==> config.mk <==
export PLATFORM = sky130hd
export DESIGN_NAME = base64_line_wrapped_encoder_flat
export DESIGN_NICKNAME = d
export VERILOG_FILES = /design/src/rtl/b64e_pkg.sv /design/src/rtl/b64e_if.sv /design/src/rtl/b64e_front.sv /design/src/rtl/b64e_queue.sv /design/src/rtl/b64e_back.sv /design/src/rtl/base64_line_wrapped_encoder.sv /design/src/flat_wrapper.sv
export SDC_FILE = /design/constraint.sdc
export NUM_CORES = 1
export LEC_CHECK = 0
export BUFFER_PORTS_ARGS = -buffer_cell sky130_fd_sc_hd__buf_2
export CAP_MARGIN = 15
export CORE_ASPECT_RATIO = 1.5
export CORE_MARGIN = 2
export CORE_UTILIZATION = 63
export CTS_CLUSTER_DIAMETER = 200
export DETAILED_ROUTE_END_ITERATION = 8
export PLACE_DENSITY = 0.81
export SETUP_SLACK_MARGIN = 0.05
export SYNTH_ARGS = -nofsm -noshare
export SYNTH_HDL_FRONTEND = slang
export SYNTH_HIERARCHICAL = 1
export SYNTH_SLANG_ARGS = --single-unit
==> constraint.sdc <==
create_clock -name clk -period 5.25 [get_ports clk]
set_clock_uncertainty 0.1 [all_clocks]
set_input_delay 0.525 -clock clk [delete_from_list [all_inputs] [get_ports clk]]
set_output_delay 0.525 -clock clk [all_outputs]
set_load 0.01 [all_outputs]
==> src/rtl/b64e_pkg.sv <==
// b64e_pkg: shared types, constants and helper functions of the base64 line encoder.
// No dependencies; used by every other file of the block except b64e_if.
`timescale 1ns / 1ps

package b64e_pkg;

  // Kind of one output slot produced by the front end
  localparam logic [1:0] KIND_SYM = 2'd0;
  localparam logic [1:0] KIND_PAD = 2'd1;
  localparam logic [1:0] KIND_NL  = 2'd2;

  localparam logic [7:0] NEWLINE_CHAR = 8'h0A;
  localparam logic [7:0] PAD_CHAR     = 8'h3D;

  localparam logic [5:0] GPL_RESET = 6'd19;

  // Most characters one input item can cause
  localparam int MAX_SLOTS = 6;

  typedef struct packed {
    logic [1:0] kind;
    logic [5:0] six;
  } slot_t;

  // One queue entry: the characters of one input item, first in slot 0
  typedef struct packed {
    slot_t [MAX_SLOTS-1:0] slots;
    logic [2:0]            count;
  } cmd_t;

  function automatic slot_t make_slot(input logic [1:0] kind, input logic [5:0] six);
    slot_t s;
    s.kind = kind;
    s.six  = six;
    return s;
  endfunction

  // Standard base64 alphabet
  function automatic logic [7:0] sym_char(input logic [5:0] six);
    logic [7:0] c;
    if (six < 6'd26) begin
      c = 8'h41 + {2'b00, six};
    end else if (six < 6'd52) begin
      c = 8'h61 + {2'b00, six - 6'd26};
    end else if (six < 6'd62) begin
      c = 8'h30 + {2'b00, six - 6'd52};
    end else if (six == 6'd62) begin
      c = 8'h2B;
    end else begin
      c = 8'h2F;
    end
    return c;
  endfunction

endpackage

==> src/rtl/b64e_if.sv <==
// b64e_if: valid/ready stream interfaces for the byte input and the character output.
// Depends on nothing.
`timescale 1ns / 1ps

interface b64e_in_if;
  logic       valid;
  logic       ready;
  logic [7:0] data_byte;
  logic       final_byte;

  modport source (output valid, output data_byte, output final_byte, input ready);
  modport sink   (input valid, input data_byte, input final_byte, output ready);
endinterface

interface b64e_out_if;
  logic       valid;
  logic       ready;
  logic [7:0] out_char;
  logic       end_of_run;

  modport source (output valid, output out_char, output end_of_run, input ready);
  modport sink   (input valid, input out_char, input end_of_run, output ready);
endinterface

==> src/rtl/b64e_front.sv <==
// b64e_front: accepts input items, tracks group phase and line fill, and builds
// the list of output slots for each item. Depends on b64e_pkg and b64e_if.
`timescale 1ns / 1ps

module b64e_front (
  input  logic                  clk,
  input  logic                  rst,
  input  logic                  cfg_we,
  input  logic [5:0]            cfg_data,
  b64e_in_if.sink               in_ch,
  input  logic                  q_full,
  output logic                  push,
  output b64e_pkg::cmd_t        push_cmd
);

  localparam logic [1:0] PH_0 = 2'd0;
  localparam logic [1:0] PH_1 = 2'd1;
  localparam logic [1:0] PH_2 = 2'd2;

  logic [1:0] phase, phase_next;
  logic [3:0] lo, lo_next;
  logic [5:0] gil, gil_next;
  logic       any_done, any_done_next;
  logic [5:0] gpl;

  b64e_pkg::slot_t [b64e_pkg::MAX_SLOTS-1:0] base;
  logic [2:0] base_cnt;
  logic       nl;
  logic [7:0] b;
  logic       last;

  assign in_ch.ready = !q_full;
  assign push = in_ch.valid && in_ch.ready;
  assign b    = in_ch.data_byte;
  assign last = in_ch.final_byte;

  always_comb begin
    base          = '0;
    base_cnt      = 3'd1;
    nl            = 1'b0;
    phase_next    = phase;
    lo_next       = lo;
    gil_next      = gil;
    any_done_next = any_done;
    unique case (phase)
      PH_1: begin
        base[0] = b64e_pkg::make_slot(b64e_pkg::KIND_SYM, {lo[1:0], b[7:4]});
        base[1] = b64e_pkg::make_slot(b64e_pkg::KIND_SYM, {b[3:0], 2'b00});
        base[2] = b64e_pkg::make_slot(b64e_pkg::KIND_PAD, 6'd0);
        base[3] = b64e_pkg::make_slot(b64e_pkg::KIND_NL, 6'd0);
        base_cnt   = last ? 3'd4 : 3'd1;
        lo_next    = b[3:0];
        phase_next = PH_2;
      end
      PH_2: begin
        base[0] = b64e_pkg::make_slot(b64e_pkg::KIND_SYM, {lo, b[7:6]});
        base[1] = b64e_pkg::make_slot(b64e_pkg::KIND_SYM, b[5:0]);
        base[2] = b64e_pkg::make_slot(b64e_pkg::KIND_NL, 6'd0);
        base_cnt   = last ? 3'd3 : 3'd2;
        lo_next    = 4'd0;
        phase_next = PH_0;
      end
      default: begin
        // group start; an unused phase code behaves the same
        nl = any_done && (gil >= gpl);
        base[0] = b64e_pkg::make_slot(b64e_pkg::KIND_SYM, b[7:2]);
        base[1] = b64e_pkg::make_slot(b64e_pkg::KIND_SYM, {b[1:0], 4'b0000});
        base[2] = b64e_pkg::make_slot(b64e_pkg::KIND_PAD, 6'd0);
        base[3] = b64e_pkg::make_slot(b64e_pkg::KIND_PAD, 6'd0);
        base[4] = b64e_pkg::make_slot(b64e_pkg::KIND_NL, 6'd0);
        base_cnt      = last ? 3'd5 : 3'd1;
        gil_next      = (nl ? 6'd0 : gil) + 6'd1;
        any_done_next = 1'b1;
        lo_next       = {2'b00, b[1:0]};
        phase_next    = PH_1;
      end
    endcase
    if (last) begin
      phase_next    = PH_0;
      lo_next       = 4'd0;
      gil_next      = 6'd0;
      any_done_next = 1'b0;
    end
  end

  // leading newline shifts the list by one slot
  always_comb begin
    push_cmd.count = nl ? base_cnt + 3'd1 : base_cnt;
    for (int i = 0; i < b64e_pkg::MAX_SLOTS; i++) begin
      if (!nl) begin
        push_cmd.slots[i] = base[i];
      end else if (i == 0) begin
        push_cmd.slots[i] = b64e_pkg::make_slot(b64e_pkg::KIND_NL, 6'd0);
      end else begin
        push_cmd.slots[i] = base[i-1];
      end
    end
  end

  always_ff @(posedge clk) begin
    if (rst) begin
      phase    <= PH_0;
      lo       <= 4'd0;
      gil      <= 6'd0;
      any_done <= 1'b0;
      gpl      <= b64e_pkg::GPL_RESET;
    end else begin
      if (cfg_we) begin
        gpl <= cfg_data;
      end
      if (push) begin
        phase    <= phase_next;
        lo       <= lo_next;
        gil      <= gil_next;
        any_done <= any_done_next;
      end
    end
  end

`ifndef SYNTH
  a_phase_legal: assert property (@(posedge clk) disable iff (rst)
    (phase == PH_0) || (phase == PH_1) || (phase == PH_2))
    else $error("group phase reached unused code");
  a_lo_phase0: assert property (@(posedge clk) disable iff (rst)
    (phase == PH_0) |-> (lo == 4'd0))
    else $error("leftover bits held at group start");
  a_final_clears: assert property (@(posedge clk) disable iff (rst)
    (push && last) |=> (phase == PH_0 && gil == 6'd0 && !any_done))
    else $error("stream state not cleared after final item");
`endif

endmodule

==> src/rtl/b64e_queue.sv <==
// b64e_queue: small register FIFO of per-item slot lists between front and back.
// Depends on b64e_pkg.
`timescale 1ns / 1ps

module b64e_queue #(
  parameter int DEPTH = 2
) (
  input  logic           clk,
  input  logic           rst,
  input  logic           push,
  input  b64e_pkg::cmd_t push_cmd,
  input  logic           pop,
  output b64e_pkg::cmd_t head,
  output logic           full,
  output logic           empty
);

  localparam int PTR_W = (DEPTH > 1) ? $clog2(DEPTH) : 1;
  localparam int CNT_W = $clog2(DEPTH + 1);

  b64e_pkg::cmd_t entries [DEPTH];
  logic [PTR_W-1:0] wr_ptr, rd_ptr;
  logic [CNT_W-1:0] count;

  assign full  = (count == CNT_W'(DEPTH));
  assign empty = (count == '0);
  assign head  = entries[rd_ptr];

  always_ff @(posedge clk) begin
    if (push) begin
      entries[wr_ptr] <= push_cmd;
    end
  end

  always_ff @(posedge clk) begin
    if (rst) begin
      wr_ptr <= '0;
      rd_ptr <= '0;
      count  <= '0;
    end else begin
      if (push) begin
        wr_ptr <= (wr_ptr == PTR_W'(DEPTH - 1)) ? '0 : wr_ptr + 1'b1;
      end
      if (pop) begin
        rd_ptr <= (rd_ptr == PTR_W'(DEPTH - 1)) ? '0 : rd_ptr + 1'b1;
      end
      if (push && !pop) begin
        count <= count + 1'b1;
      end else if (pop && !push) begin
        count <= count - 1'b1;
      end
    end
  end

endmodule

==> src/rtl/b64e_back.sv <==
// b64e_back: walks the slots of the queue head, maps them to ASCII and drives
// the output register. Depends on b64e_pkg and b64e_if.
`timescale 1ns / 1ps

module b64e_back (
  input  logic           clk,
  input  logic           rst,
  input  b64e_pkg::cmd_t head,
  input  logic           empty,
  output logic           pop,
  b64e_out_if.source     out_ch
);

  logic [2:0]      idx;
  logic            load;
  logic            at_end;
  b64e_pkg::slot_t cur;
  logic [7:0]      cur_char;
  logic            out_valid;

  assign load   = !empty && (!out_valid || out_ch.ready);
  assign at_end = (idx == head.count - 3'd1);
  assign pop    = load && at_end;
  assign cur    = head.slots[idx];
  assign out_ch.valid = out_valid;

  always_comb begin
    unique case (cur.kind)
      b64e_pkg::KIND_SYM: cur_char = b64e_pkg::sym_char(cur.six);
      b64e_pkg::KIND_PAD: cur_char = b64e_pkg::PAD_CHAR;
      default:            cur_char = b64e_pkg::NEWLINE_CHAR;
    endcase
  end

  always_ff @(posedge clk) begin
    if (load) begin
      out_ch.out_char   <= cur_char;
      out_ch.end_of_run <= at_end;
    end
  end

  always_ff @(posedge clk) begin
    if (rst) begin
      out_valid <= 1'b0;
      idx       <= 3'd0;
    end else begin
      if (load) begin
        out_valid <= 1'b1;
        idx       <= at_end ? 3'd0 : idx + 3'd1;
      end else if (out_ch.ready) begin
        out_valid <= 1'b0;
      end
    end
  end

`ifndef SYNTH
  a_idx_in_range: assert property (@(posedge clk) disable iff (rst)
    !empty |-> (idx < head.count))
    else $error("slot index beyond item length");
  a_count_legal: assert property (@(posedge clk) disable iff (rst)
    !empty |-> (head.count != 3'd0 && head.count <= 3'd6))
    else $error("queue head has illegal slot count");
  a_idx_idle: assert property (@(posedge clk) disable iff (rst)
    empty |-> (idx == 3'd0))
    else $error("slot index left mid-item with queue empty");
`endif

endmodule

==> src/rtl/base64_line_wrapped_encoder.sv <==
// base64_line_wrapped_encoder: top level of the base64 encoder with line wrapping.
// Depends on b64e_pkg, b64e_if, b64e_front, b64e_queue and b64e_back.
`timescale 1ns / 1ps

// Base64 encoder with MIME-style line wrapping. Raw bytes come in on in_ch, one
// item per byte with final_byte marking the end of a stream; ASCII characters go
// out on out_ch, one item per character, with end_of_run set on the last
// character caused by each input byte. Every three bytes give four alphabet
// characters; a newline is sent before a group that starts a new line once the
// line holds groups_per_line groups (cfg_data, reset 19, giving 76 columns; 0
// acts as 1). The final byte pads an incomplete group with '=' and closes with a
// newline, after which the next byte starts a fresh stream. Flow: the front end
// takes one byte per cycle while the slot queue (QUEUE_DEPTH entries) has room;
// the back end sends one character per cycle while out_ch is ready, so a byte
// gives one to six characters (four per three bytes, plus newlines) and the
// output port sets the sustained rate. Each byte is registered as an entry in
// the slot queue, and its characters then pass through the output register.
// Write cfg_data only while the block is idle.
module base64_line_wrapped_encoder #(
  parameter int QUEUE_DEPTH = 2
) (
  input  logic       clk,
  input  logic       rst,
  input  logic       cfg_we,
  input  logic [5:0] cfg_data,
  b64e_in_if.sink    in_ch,
  b64e_out_if.source out_ch
);

  // front to queue
  logic           push;
  b64e_pkg::cmd_t push_cmd;
  logic           q_full;

  // queue to back
  b64e_pkg::cmd_t head;
  logic           q_empty;
  logic           pop;

  // Front: group phase, line fill and the slot list for each byte
  b64e_front u_front (
    .clk      (clk),
    .rst      (rst),
    .cfg_we   (cfg_we),
    .cfg_data (cfg_data),
    .in_ch    (in_ch),
    .q_full   (q_full),
    .push     (push),
    .push_cmd (push_cmd)
  );

  // Decouples byte intake from character output
  b64e_queue #(
    .DEPTH (QUEUE_DEPTH)
  ) u_queue (
    .clk      (clk),
    .rst      (rst),
    .push     (push),
    .push_cmd (push_cmd),
    .pop      (pop),
    .head     (head),
    .full     (q_full),
    .empty    (q_empty)
  );

  // Back: one character per cycle into the output register while out_ch is ready
  b64e_back u_back (
    .clk    (clk),
    .rst    (rst),
    .head   (head),
    .empty  (q_empty),
    .pop    (pop),
    .out_ch (out_ch)
  );

endmodule

==> src/flat_wrapper.sv <==
// flat-port wrapper written by rule: the top's interface ports become plain ports
module base64_line_wrapped_encoder_flat 
#(
  parameter int QUEUE_DEPTH = 2
)
  (clk, rst, cfg_we, cfg_data, in_ch_valid, in_ch_data_byte, in_ch_final_byte, in_ch_ready, out_ch_valid, out_ch_out_char, out_ch_end_of_run, out_ch_ready);
  b64e_in_if in_ch_i ();
  b64e_out_if out_ch_i ();
  input  logic clk;
  input  logic rst;
  input  logic cfg_we;
  input  logic [5:0] cfg_data;
  input wire logic [$bits(in_ch_i.valid)-1:0] in_ch_valid;
  input wire logic [$bits(in_ch_i.data_byte)-1:0] in_ch_data_byte;
  input wire logic [$bits(in_ch_i.final_byte)-1:0] in_ch_final_byte;
  output wire logic [$bits(in_ch_i.ready)-1:0] in_ch_ready;
  output wire logic [$bits(out_ch_i.valid)-1:0] out_ch_valid;
  output wire logic [$bits(out_ch_i.out_char)-1:0] out_ch_out_char;
  output wire logic [$bits(out_ch_i.end_of_run)-1:0] out_ch_end_of_run;
  input wire logic [$bits(out_ch_i.ready)-1:0] out_ch_ready;
  assign in_ch_i.valid = in_ch_valid;
  assign in_ch_i.data_byte = in_ch_data_byte;
  assign in_ch_i.final_byte = in_ch_final_byte;
  assign in_ch_ready = in_ch_i.ready;
  assign out_ch_valid = out_ch_i.valid;
  assign out_ch_out_char = out_ch_i.out_char;
  assign out_ch_end_of_run = out_ch_i.end_of_run;
  assign out_ch_i.ready = out_ch_ready;
  base64_line_wrapped_encoder #(.QUEUE_DEPTH(QUEUE_DEPTH)) u_core (.clk(clk), .rst(rst), .cfg_we(cfg_we), .cfg_data(cfg_data), .in_ch(in_ch_i), .out_ch(out_ch_i));
endmodule
==> results of run 1 <==
metal layers:
metal | global-route usage | vias to the layer above | share of wire
li1 | - | 2107 | -
met1 | 0.2536 | 2139 | 0.38
met2 | 0.4266 | 140 | 0.55
met3 | 0.04638 | 32 | 0.038
met4 | 0.1094 | 0 | 0.025
met5 | 0 | - | 0
final cells by class:
class	count	share of cell area
Sequential cell	139	0.4985
Clock inverter	14	0.02082
Inverter	27	0.01297
Tap cell	147	0.02354
Timing Repair Buffer	37	0.02594
Clock buffer	18	0.05620
Multi-Input combinational cell	366	0.3620
power breakdown:
group,leakage (nW),internal [W],switching (W)
Clock,0.282,0.000722,0.000471
Sequential,1.27,0.00145,0.0000977
Combinational,1.32,0.000687,0.000909
Total,2.87,0.00286,0.00148
sequential cells by signal, indices dropped and copies added, names as in the netlist, named ones only:
signal	flops
u_core/u_front/gpl	6
u_core/u_queue/wr_ptr	1
u_core/u_front/gil	6
u_core/u_front/phase	2
u_core/u_back/out_ch.valid	1
u_core/u_front/lo	4
u_core/u_back/out_ch.end_of_run	1
u_core/u_queue/count	2
u_core/u_front/any_done	1
u_core/u_back/out_ch.out_char	8
u_core/u_back/idx	3
u_core/u_queue/rd_ptr	1
u_core/u_queue/entries	102
tightest hold or removal path: cells and delay by family:
kind                   cells  cell delay (ns)
AOI/OAI and AO/OA          1             0.06
buffers and inverters      1             0.08
and+or+nand+nor            1             0.04
cell usage after synthesis (4+ instances only):
cell type and instances:
o22ai_1 12, mux4_2 4, a31oi_1 9, a211oi_1 4
a21oi_1 20, o211ai_1 5, clkbuf_1 11, nand3_1 9
xnor2_1 14, inv_1 27, buf_4 29, o21ai_0 7
buf_2 11, mux2i_1 17, nor2b_1 5, nand2_1 37
a221oi_1 5, nor2_1 36, dfxtp_1 28, edfxtp_1 111
ha_1 22, xor2_1 7, a22oi_1 10, mux2_2 59
worst max path at each step:
stage / start / end / slack [ns] / cells past startpoint
final: flip-flop / u_core/u_back/out_ch.out_char[4] / 0.98 / 9
after detailed placement: flip-flop / u_core/u_back/out_ch.out_char[4] / 1.04 / 9
after floorplan: u_core/u_queue/count[0] / u_core/u_queue/entries[0][0] / 1.34 / 5
after CTS: flip-flop / u_core/u_back/out_ch.out_char[4] / 1.02 / 9
after global routing: flip-flop / u_core/u_back/out_ch.out_char[4] / 0.71 / 9
after global placement: flip-flop / u_core/u_back/out_ch.out_char[1] / 1.20 / 11
metrics by stage:
step	instance area [sq um]	hold slack, ns	cells	utilization	setup WS, ns
6_report	7814	0.2222	748	0.7105	0.9849
5_1_grt	7814	0.2134	748	0.7105	0.7111
4_1_cts	7814	0.2080	748	0.7105	1.022
3_5_place_dp	7212	0.3776	716	0.6558	1.035
3_3_place_gp	7212	0.3567	716	0.6558	1.203
2_1_floorplan	7159	0.3409	587	-	1.341
cells by family after synthesis:
logic type / count (synthesis) / synth area share
flip-flops: 139 / 0.5511
AND/OR/NAND/NOR: 114 / 0.07721
AO/OA/AOI/OAI: 100 / 0.1027
multiplexers: 83 / 0.1404
buffers and inverters: 82 / 0.06304
adder cells (fa/ha/maj): 22 / 0.03896
XOR/XNOR: 21 / 0.02603
other: 1 / 0.0005307
==> flow_summary.json, run 1 <==
{
  "worstMarginPinSlew_ns": 0.8918,
  "power_density_nw_per_um2": 555.4,
  "r2r_end": "u_core/u_back/out_ch.out_char[4]",
  "rsz0062_at_grt": "no",
  "num_vias": 4418,
  "max_freq_ghz": 0.2345,
  "slowest_delay_ns": 0.77,
  "p_total_w": 0.004339,
  "period_share": 0.8124,
  "synth-edff-count": 111,
  "finalSetupTns_ns": 0,
  "cts_root_buffer": "clkbuf_16",
  "synthCells": 562,
  "area_growth_pct": 10.59,
  "synth-seq-area-share": 0.5511,
  "rows": 47,
  "ctsHoldBuffers": 0,
  "worst-r2r-setup-slack_ns": 0.98,
  "fin_nets": 630,
  "clkTransAtPathRegs_ns": 0.06,
  "io_pins": 31,
  "path_class": "flip-flop to flip-flop",
  "synth_area_leaders": "edfxtp_1 47%, mux2_2 9.4%, dfxtp_1 7.9%, ha_1 3.9%, buf_4 3.1%",
  "worstSetupStartpointType": "flip-flop",
  "hpwl_mm": 8.999,
  "arrival_ns": 4.42,
  "grt_pass1_wl_mm": 21.56,
  "synthFlopType": "edfxtp_1",
  "cts_tree": "done",
  "clock_latency_ns": 0.42,
  "status": "completed",
  "drv_cap": 0,
  "worstHoldPathCells": 3,
  "crit_path_max_fanout": 27,
  "setup_viol": 0,
  "wirelength_mm": 13.19,
  "grt_antenna_before_repair": 0,
  "synth_top_area_share": 0.4718,
  "routedWlPerCell_um": 17.63,
  "drtPass1Iterations": 5,
  "clock_sinks": 139,
  "synth_top_area_cell": "edfxtp_1",
  "seq_area_sq_um": 3895,
  "crit_required_ns": 5.40,
  "slew_headroom": 0.4047,
  "slew_violations": 0,
  "layout_commonest_cell": "edfxtp_1",
  "port_buffers": 30,
  "hold_viol_final": 0,
  "synth_cell_types": 63,
  "grt_pass1_vias": 4436,
  "drtAntennaViolNets": 0,
  "layout-drive-gt1-share": 0.2529,
  "path_delay_family": "compound AO/OA/AOI/OAI gates",
  "hold_end": "u_core/u_front/gpl[1]",
  "p_leak_nw": 2.867,
  "ys_async_sr_fraction": 0,
  "post_cts_buffers": 0,
  "layout_common_cells": "111 x edfxtp_1, 59 x mux2_2, 37 x nand2_1",
  "post-route-min-period_ns": 4.265,
  "dieArea_sq_um": 12100,
  "grt_overflow": 0,
  "ys_warn_count": 6,
  "cp_cell_sequence": "mux2_2 -> mux2_4 -> a222oi_1 -> ha_1 -> or3b_2 -> mux2i_1 -> xnor2_1 -> o221ai_1 -> a211oi_1",
  "synthesis.area_sq_um": 7066,
  "cts_resized": 0,
  "grt_max_degree": 35,
  "avgSynthCellArea_sq_um": 12.57,
  "cts_buffers": 17,
  "routed_via_density": 5.906,
  "drtIter0Drc": 293,
  "dieHeight_um": 133.7,
  "drc": 0,
  "cts_buffer_depth": 2,
  "path_buf_inv": 0,
  "synth-seq-cells": 139,
  "htree_levels": 4,
  "hold_path.class": "input pin to flip-flop",
  "die_w_um": 90.47,
  "gp_congestion": 0.9133,
  "coreArea_sq_um": 11000,
  "start_util": 0.6425,
  "holdCritStartpoint": "cfg_data[1]",
  "multi_input_area_sq_um": 2829,
  "ir_worst_vdd_mv": 0.3240,
  "end_kind": "flip-flop",
  "fill_cells": 751,
  "track_usage": 0.2318,
  "antenna_cells": 0,
  "reg2reg_depth": 9,
  "cp_slowest_cell": "a222oi_1"
}
Note: power is estimated with default switching activity, not from simulation.
==> run 2: changes to the inputs <==
==> constraint.sdc (replaced) <==
create_clock -name clk -period 4 [get_ports clk]
set_clock_uncertainty 0.1 [all_clocks]
set_input_delay 0.4 -clock clk [delete_from_list [all_inputs] [get_ports clk]]
set_output_delay 0.4 -clock clk [all_outputs]
set_load 0.01 [all_outputs]
==> run 2 against run 1 <==
  * Global-route usage increased by 2.0 points
  * Flip-flop and latch count unchanged
  * Hold slack got worse by 0.10 ns
  * First-iteration DRC count decreased by 6.5%
  * Worst setup slack got worse by 0.72 ns
  * Critical endpoint unchanged
  * Largest power group unchanged
==> flow_summary.json, run 2 (synthesis results as in run 1) <==
{
  "status": "completed",
  "setup_viol": 0,
  "clkTransAtPathRegs_ns": 0.06,
  "cts_buffers": 17,
  "grt_pass1_wl_mm": 23.20,
  "layout-drive-gt1-share": 0.2659,
  "grt_antenna_before_repair": 0,
  "antenna_cells": 0,
  "crit_required_ns": 4.15,
  "layout_common_cells": "111 x edfxtp_1, 59 x mux2_2, 37 x nand2_1",
  "worstMarginPinSlew_ns": 0.9694,
  "cts_resized": 0,
  "top_register": "u_core/u_queue/entries",
  "drtIter0Drc": 274,
  "routed_via_density": 5.958,
  "r2r_end": "u_core/u_back/out_ch.out_char[4]",
  "slew_headroom": 0.3538,
  "grt_max_degree": 52,
  "io_pins": 31,
  "cts_tree": "done",
  "post-route-min-period_ns": 3.739,
  "power_density_nw_per_um2": 730.8,
  "clock_sinks": 139,
  "start_util": 0.6425,
  "fin_util": 0.7162,
  "hold_viol_final": 0,
  "clock_latency_ns": 0.42,
  "gp_congestion": 0.9045,
  "wirelength_mm": 14.49,
  "num_vias": 4528,
  "hpwl_mm": 9.967,
  "path_class": "flip-flop to flip-flop",
  "hold_path.class": "input pin to flip-flop",
  "fin_nets": 642,
  "routedWlPerCell_um": 19.07,
  "track_usage": 0.2516,
  "coreArea_sq_um": 11000,
  "finalSetupTns_ns": 0,
  "fin_cells": 760,
  "dieArea_sq_um": 12100,
  "arrival_ns": 3.89,
  "ir_worst_vdd_mv": 0.5558,
  "slew_violations": 0,
  "dp.cells": 728,
  "htree_levels": 4,
  "drc": 0,
  "rows": 47,
  "reg_top3": "u_core/u_queue/entries x102, u_core/u_back/out_ch.out_char x8",
  "cts_buffer_depth": 2,
  "end_kind": "flip-flop",
  "dieHeight_um": 133.7,
  "rsz0062_at_grt": "no",
  "grt_overflow": 0,
  "drtPass1Iterations": 9,
  "max_freq_ghz": 0.2675,
  "fill_cells": 746,
  "largest_register_ffs": 102,
  "p_leak_nw": 2.919,
  "worst-r2r-setup-slack_ns": 0.26,
  "period_share": 0.9347,
  "area_growth_pct": 11.48,
  "die_w_um": 90.47,
  "drtAntennaViolNets": 0,
  "port_buffers": 30,
  "reg2reg_depth": 10,
  "crit_path_max_fanout": 19,
  "drv_cap": 0,
  "post_cts_buffers": 0,
  "ctsHoldBuffers": 0,
  "worstSetupStartpointType": "flip-flop",
  "grt_pass1_vias": 4820,
  "layout_commonest_cell": "edfxtp_1",
  "crit_path_end": "u_core/u_back/out_ch.out_char[4]",
  "cts_root_buffer": "clkbuf_16"
}
run 2: metrics by stage:
| stage | cell area (sq um) | power, W | setup WS [ns] | hold slack, ns |
|---|---|---|---|---|
| global placement | 7302 | 0.004173 | 0.4567 | 0.3563 |
| finish | 7876 | 0.005756 | 0.2610 | 0.1196 |
| global route | 7876 | 0.006057 | 0.07991 | 0.1081 |
| detailed placement | 7302 | 0.004237 | 0.3316 | 0.3736 |
| floorplan | 7159 | 0.003653 | 0.09148 | 0.3409 |
| CTS | 7876 | 0.005767 | 0.3041 | 0.1063 |
run 2: metal layers:
metal | up-vias | GRT usage | part of all wire
li1 | 2125 | - | -
met3 | 42 | 0.05204 | 0.041
met2 | 165 | 0.4623 | 0.55
met1 | 2196 | 0.2681 | 0.37
met5 | - | 0 | 0
met4 | 0 | 0.1342 | 0.039
run 2: worst min-delay path by stage:
stage	end	cells after the start	slack [ns]	from
3_3_place_gp	u_core/u_front/lo[1]	2	0.36	u_core/u_front/lo[1]
3_5_place_dp	u_core/u_front/lo[1]	2	0.37	u_core/u_front/lo[1]
5_1_grt	u_core/u_front/gpl[0]	3	0.11	cfg_data[0]
2_1_floorplan	u_core/u_front/gil[5]	1	0.34	u_core/u_front/gil[5]
6_report	u_core/u_front/gpl[0]	3	0.12	cfg_data[0]
4_1_cts	u_core/u_front/gpl[4]	3	0.11	cfg_data[4]
run 2: final cells by class:
cell class                      count  area, sq um  area share
Timing Repair Buffer               49        292.8     0.03717
Multi-Input combinational cell    366         2829      0.3592
Sequential cell                   139         3895      0.4945
Clock inverter                     15        148.9     0.01890
Tap cell                          147        183.9     0.02335
Clock buffer                       17        425.4     0.05401
Inverter                           27        101.3     0.01287
run 2: worst max-delay path, stage by stage, from the launching register on:
cell and delay (ns):
dfxtp_2 0.62, mux2_2 0.40, mux2_4 0.28, a222oi_1 0.37, buf_4 0.21, ha_1 0.26, or3b_2 0.45, mux2i_1 0.38
xnor2_1 0.17, o221ai_1 0.11, a211oi_1 0.24
run 2: power breakdown:
part / switching (W) / internal [W]
Sequential: 0.000120 / 0.00191
Clock: 0.000598 / 0.000914
Combinational: 0.00126 / 0.000959
==> run 3: changes to the inputs <==
--- a/config.mk
+++ b/config.mk
@@ -12,7 +12,7 @@
 export CORE_UTILIZATION = 63
 export CTS_CLUSTER_DIAMETER = 200
 export DETAILED_ROUTE_END_ITERATION = 8
-export PLACE_DENSITY = 0.81
+export PLACE_DENSITY = 0.83
 export SETUP_SLACK_MARGIN = 0.05
 export SYNTH_ARGS = -nofsm -noshare
 export SYNTH_HDL_FRONTEND = slang
==> run 3 against run 2 <==
  * Flip-flop and latch count unchanged
  * Sequential share of layout area fell by 0.41 points
  * Global-route usage grew 0.27 points
  * Count of clock-buffer cells in the layout is 5 higher
  * Via count is 0.80% higher
  * Final cell count down 0.39%
==> flow_summary.json, run 3 (synthesis results as in run 1) <==
{
  "worstMarginPinSlew_ns": 0.8408,
  "coreArea_sq_um": 11000,
  "drv_cap": 0,
  "p_leak_nw": 2.956,
  "area_growth_pct": 12.40,
  "routedWlPerCell_um": 19.28,
  "grt_pass1_wl_mm": 23.68,
  "die_w_um": 90.47,
  "setup_viol": 0,
  "hold_path.class": "input pin to flip-flop",
  "layout_common_cells": "111 x edfxtp_1, 59 x mux2_2, 37 x nand2_1",
  "worstSetupStartpointType": "flip-flop",
  "wirelength_mm": 14.60,
  "cts_buffer_depth": 2,
  "dp.cells": 725,
  "end_kind": "flip-flop",
  "path_class": "flip-flop to flip-flop",
  "cts_tree": "done",
  "post-route-min-period_ns": 3.705,
  "reg_top3": "u_core/u_queue/entries x102, u_core/u_back/out_ch.out_char x8",
  "dpl-instance-area_sq_um": 7279,
  "max_freq_ghz": 0.2699,
  "ir_worst_vdd_mv": 0.5946,
  "top_register": "u_core/u_queue/entries",
  "slew_headroom": 0.4394,
  "crit_required_ns": 4.16,
  "drc": 0,
  "seq_area_sq_um": 3895,
  "antenna_cells": 0,
  "hpwl_mm": 9.835,
  "clock_latency_ns": 0.42,
  "routed_via_density": 6.029,
  "dieArea_sq_um": 12100,
  "cts_resized": 0,
  "finalSetupTns_ns": 0,
  "period_share": 0.9261,
  "slowest_delay_ns": 0.52,
  "start_util": 0.6425,
  "multi_input_area_sq_um": 2829,
  "arrival_ns": 3.86,
  "cp_slowest_cell": "dfxtp_2",
  "layout-drive-gt1-share": 0.2639,
  "fin_nets": 639,
  "crit_path_max_fanout": 14,
  "fill_cells": 710,
  "fin_cells": 757,
  "grt_pass1_vias": 4687,
  "grt_max_degree": 52,
  "drtPass1Iterations": 5,
  "cts_buffers": 17,
  "drtAntennaViolNets": 0,
  "clkTransAtPathRegs_ns": 0.06,
  "num_vias": 4564,
  "largest_register_ffs": 102,
  "slew_violations": 0,
  "htree_levels": 4,
  "cp_cell_sequence": "mux2_2 -> mux4_2 -> inv_1 -> o22ai_1 -> inv_1 -> ha_1 -> or3b_2 -> mux2i_1 -> xnor2_1 -> o221ai_1 -> a211oi_1",
  "io_pins": 31,
  "layout_commonest_cell": "edfxtp_1",
  "gp_congestion": 0.9068,
  "rows": 47,
  "power_density_nw_per_um2": 747.3,
  "rsz0062_at_grt": "no",
  "hold_viol_final": 0,
  "grt_overflow": 0,
  "track_usage": 0.2543,
  "cts_root_buffer": "clkbuf_16",
  "port_buffers": 30,
  "grt_antenna_before_repair": 0,
  "dieHeight_um": 133.7,
  "status": "completed",
  "clock_sinks": 139,
  "drtIter0Drc": 365,
  "ctsHoldBuffers": 0,
  "post_cts_buffers": 0,
  "crit_top_cell": "inv_1",
  "fin_area_sq_um": 7941
}
## run 3: cell types whose count changed in the layout (fill, tap and decap cells not counted), sizes merged
cell | before | now
buf | 49 | 46
bufinv | 2 | 3
clkbuf | 17 | 22
clkinv | 7 | 2
clkinvlp | 4 | 1
inv | 29 | 31
## run 3: critical path, delay by kind of cell, from the launching register on
| family | cells | cell delay, ns |
|---|---|---|
| and+or+nand+nor | 1 | 0.44 |
| AOI/OAI and AO/OA | 3 | 0.52 |
| xor gates and xnor gates | 1 | 0.17 |
| adders and majority gates | 1 | 0.29 |
| buffers and inverters | 2 | 0.28 |
| muxes | 3 | 1.20 |
| DFF | 1 | 0.52 |
## run 3: report_power, final
| part | internal [W] | switching, W | leakage [nW] |
|---|---|---|---|
| combinational | 0.000940 | 0.00125 | 1.36 |
| clock | 0.00111 | 0.000611 | 0.324 |
| sequential | 0.00191 | 0.000113 | 1.27 |
## run 3: cell type report
| class | instances | area share |
|---|---|---|
| clock buffers | 22 | 0.06507 |
| flip-flops and latches | 139 | 0.4905 |
| inverters | 27 | 0.01276 |
| well taps | 147 | 0.02316 |
| multi-input cells | 366 | 0.3562 |
| clock inverters | 10 | 0.01828 |
| repair buffers | 46 | 0.03403 |
## run 3: worst paths after layout
| check | endpoint | cells past startpoint | slack, ns | from |
|---|---|---|---|---|
| max reg2reg | u_core/u_back/out_ch.out_char[4] | 11 | 0.30 | flip-flop |
| min | u_core/u_front/gpl[1] | 3 | 0.10 | cfg_data[1] |
| min reg2reg | u_core/u_front/lo[0] | 2 | 0.38 | u_core/u_front/lo[0] |
| max | u_core/u_back/out_ch.out_char[4] | 11 | 0.30 | flip-flop |
## run 3: routing by layer
| layer | vias to the layer above | part of all wire | GRT usage |
|---|---|---|---|
| met5 | - | 0 | 0 |
| met4 | 0 | 0.041 | 0.1402 |
| met3 | 44 | 0.044 | 0.04751 |
| met2 | 178 | 0.56 | 0.4701 |
| met1 | 2227 | 0.35 | 0.2694 |
| li1 | 2115 | - | - |
## run 3: per-stage QoR
step / util / hold WS, ns / total power [W] / setup slack (ns)
floorplan: - / 0.3409 / 0.003653 / 0.09148
global route: 0.7222 / 0.1073 / 0.006232 / 0.1396
global placement: 0.6620 / 0.3577 / 0.004125 / 0.4622
detailed placement: 0.6620 / 0.3761 / 0.004197 / 0.3378
CTS: 0.7222 / 0.09957 / 0.005945 / 0.3242
finish: 0.7222 / 0.1032 / 0.005935 / 0.2955
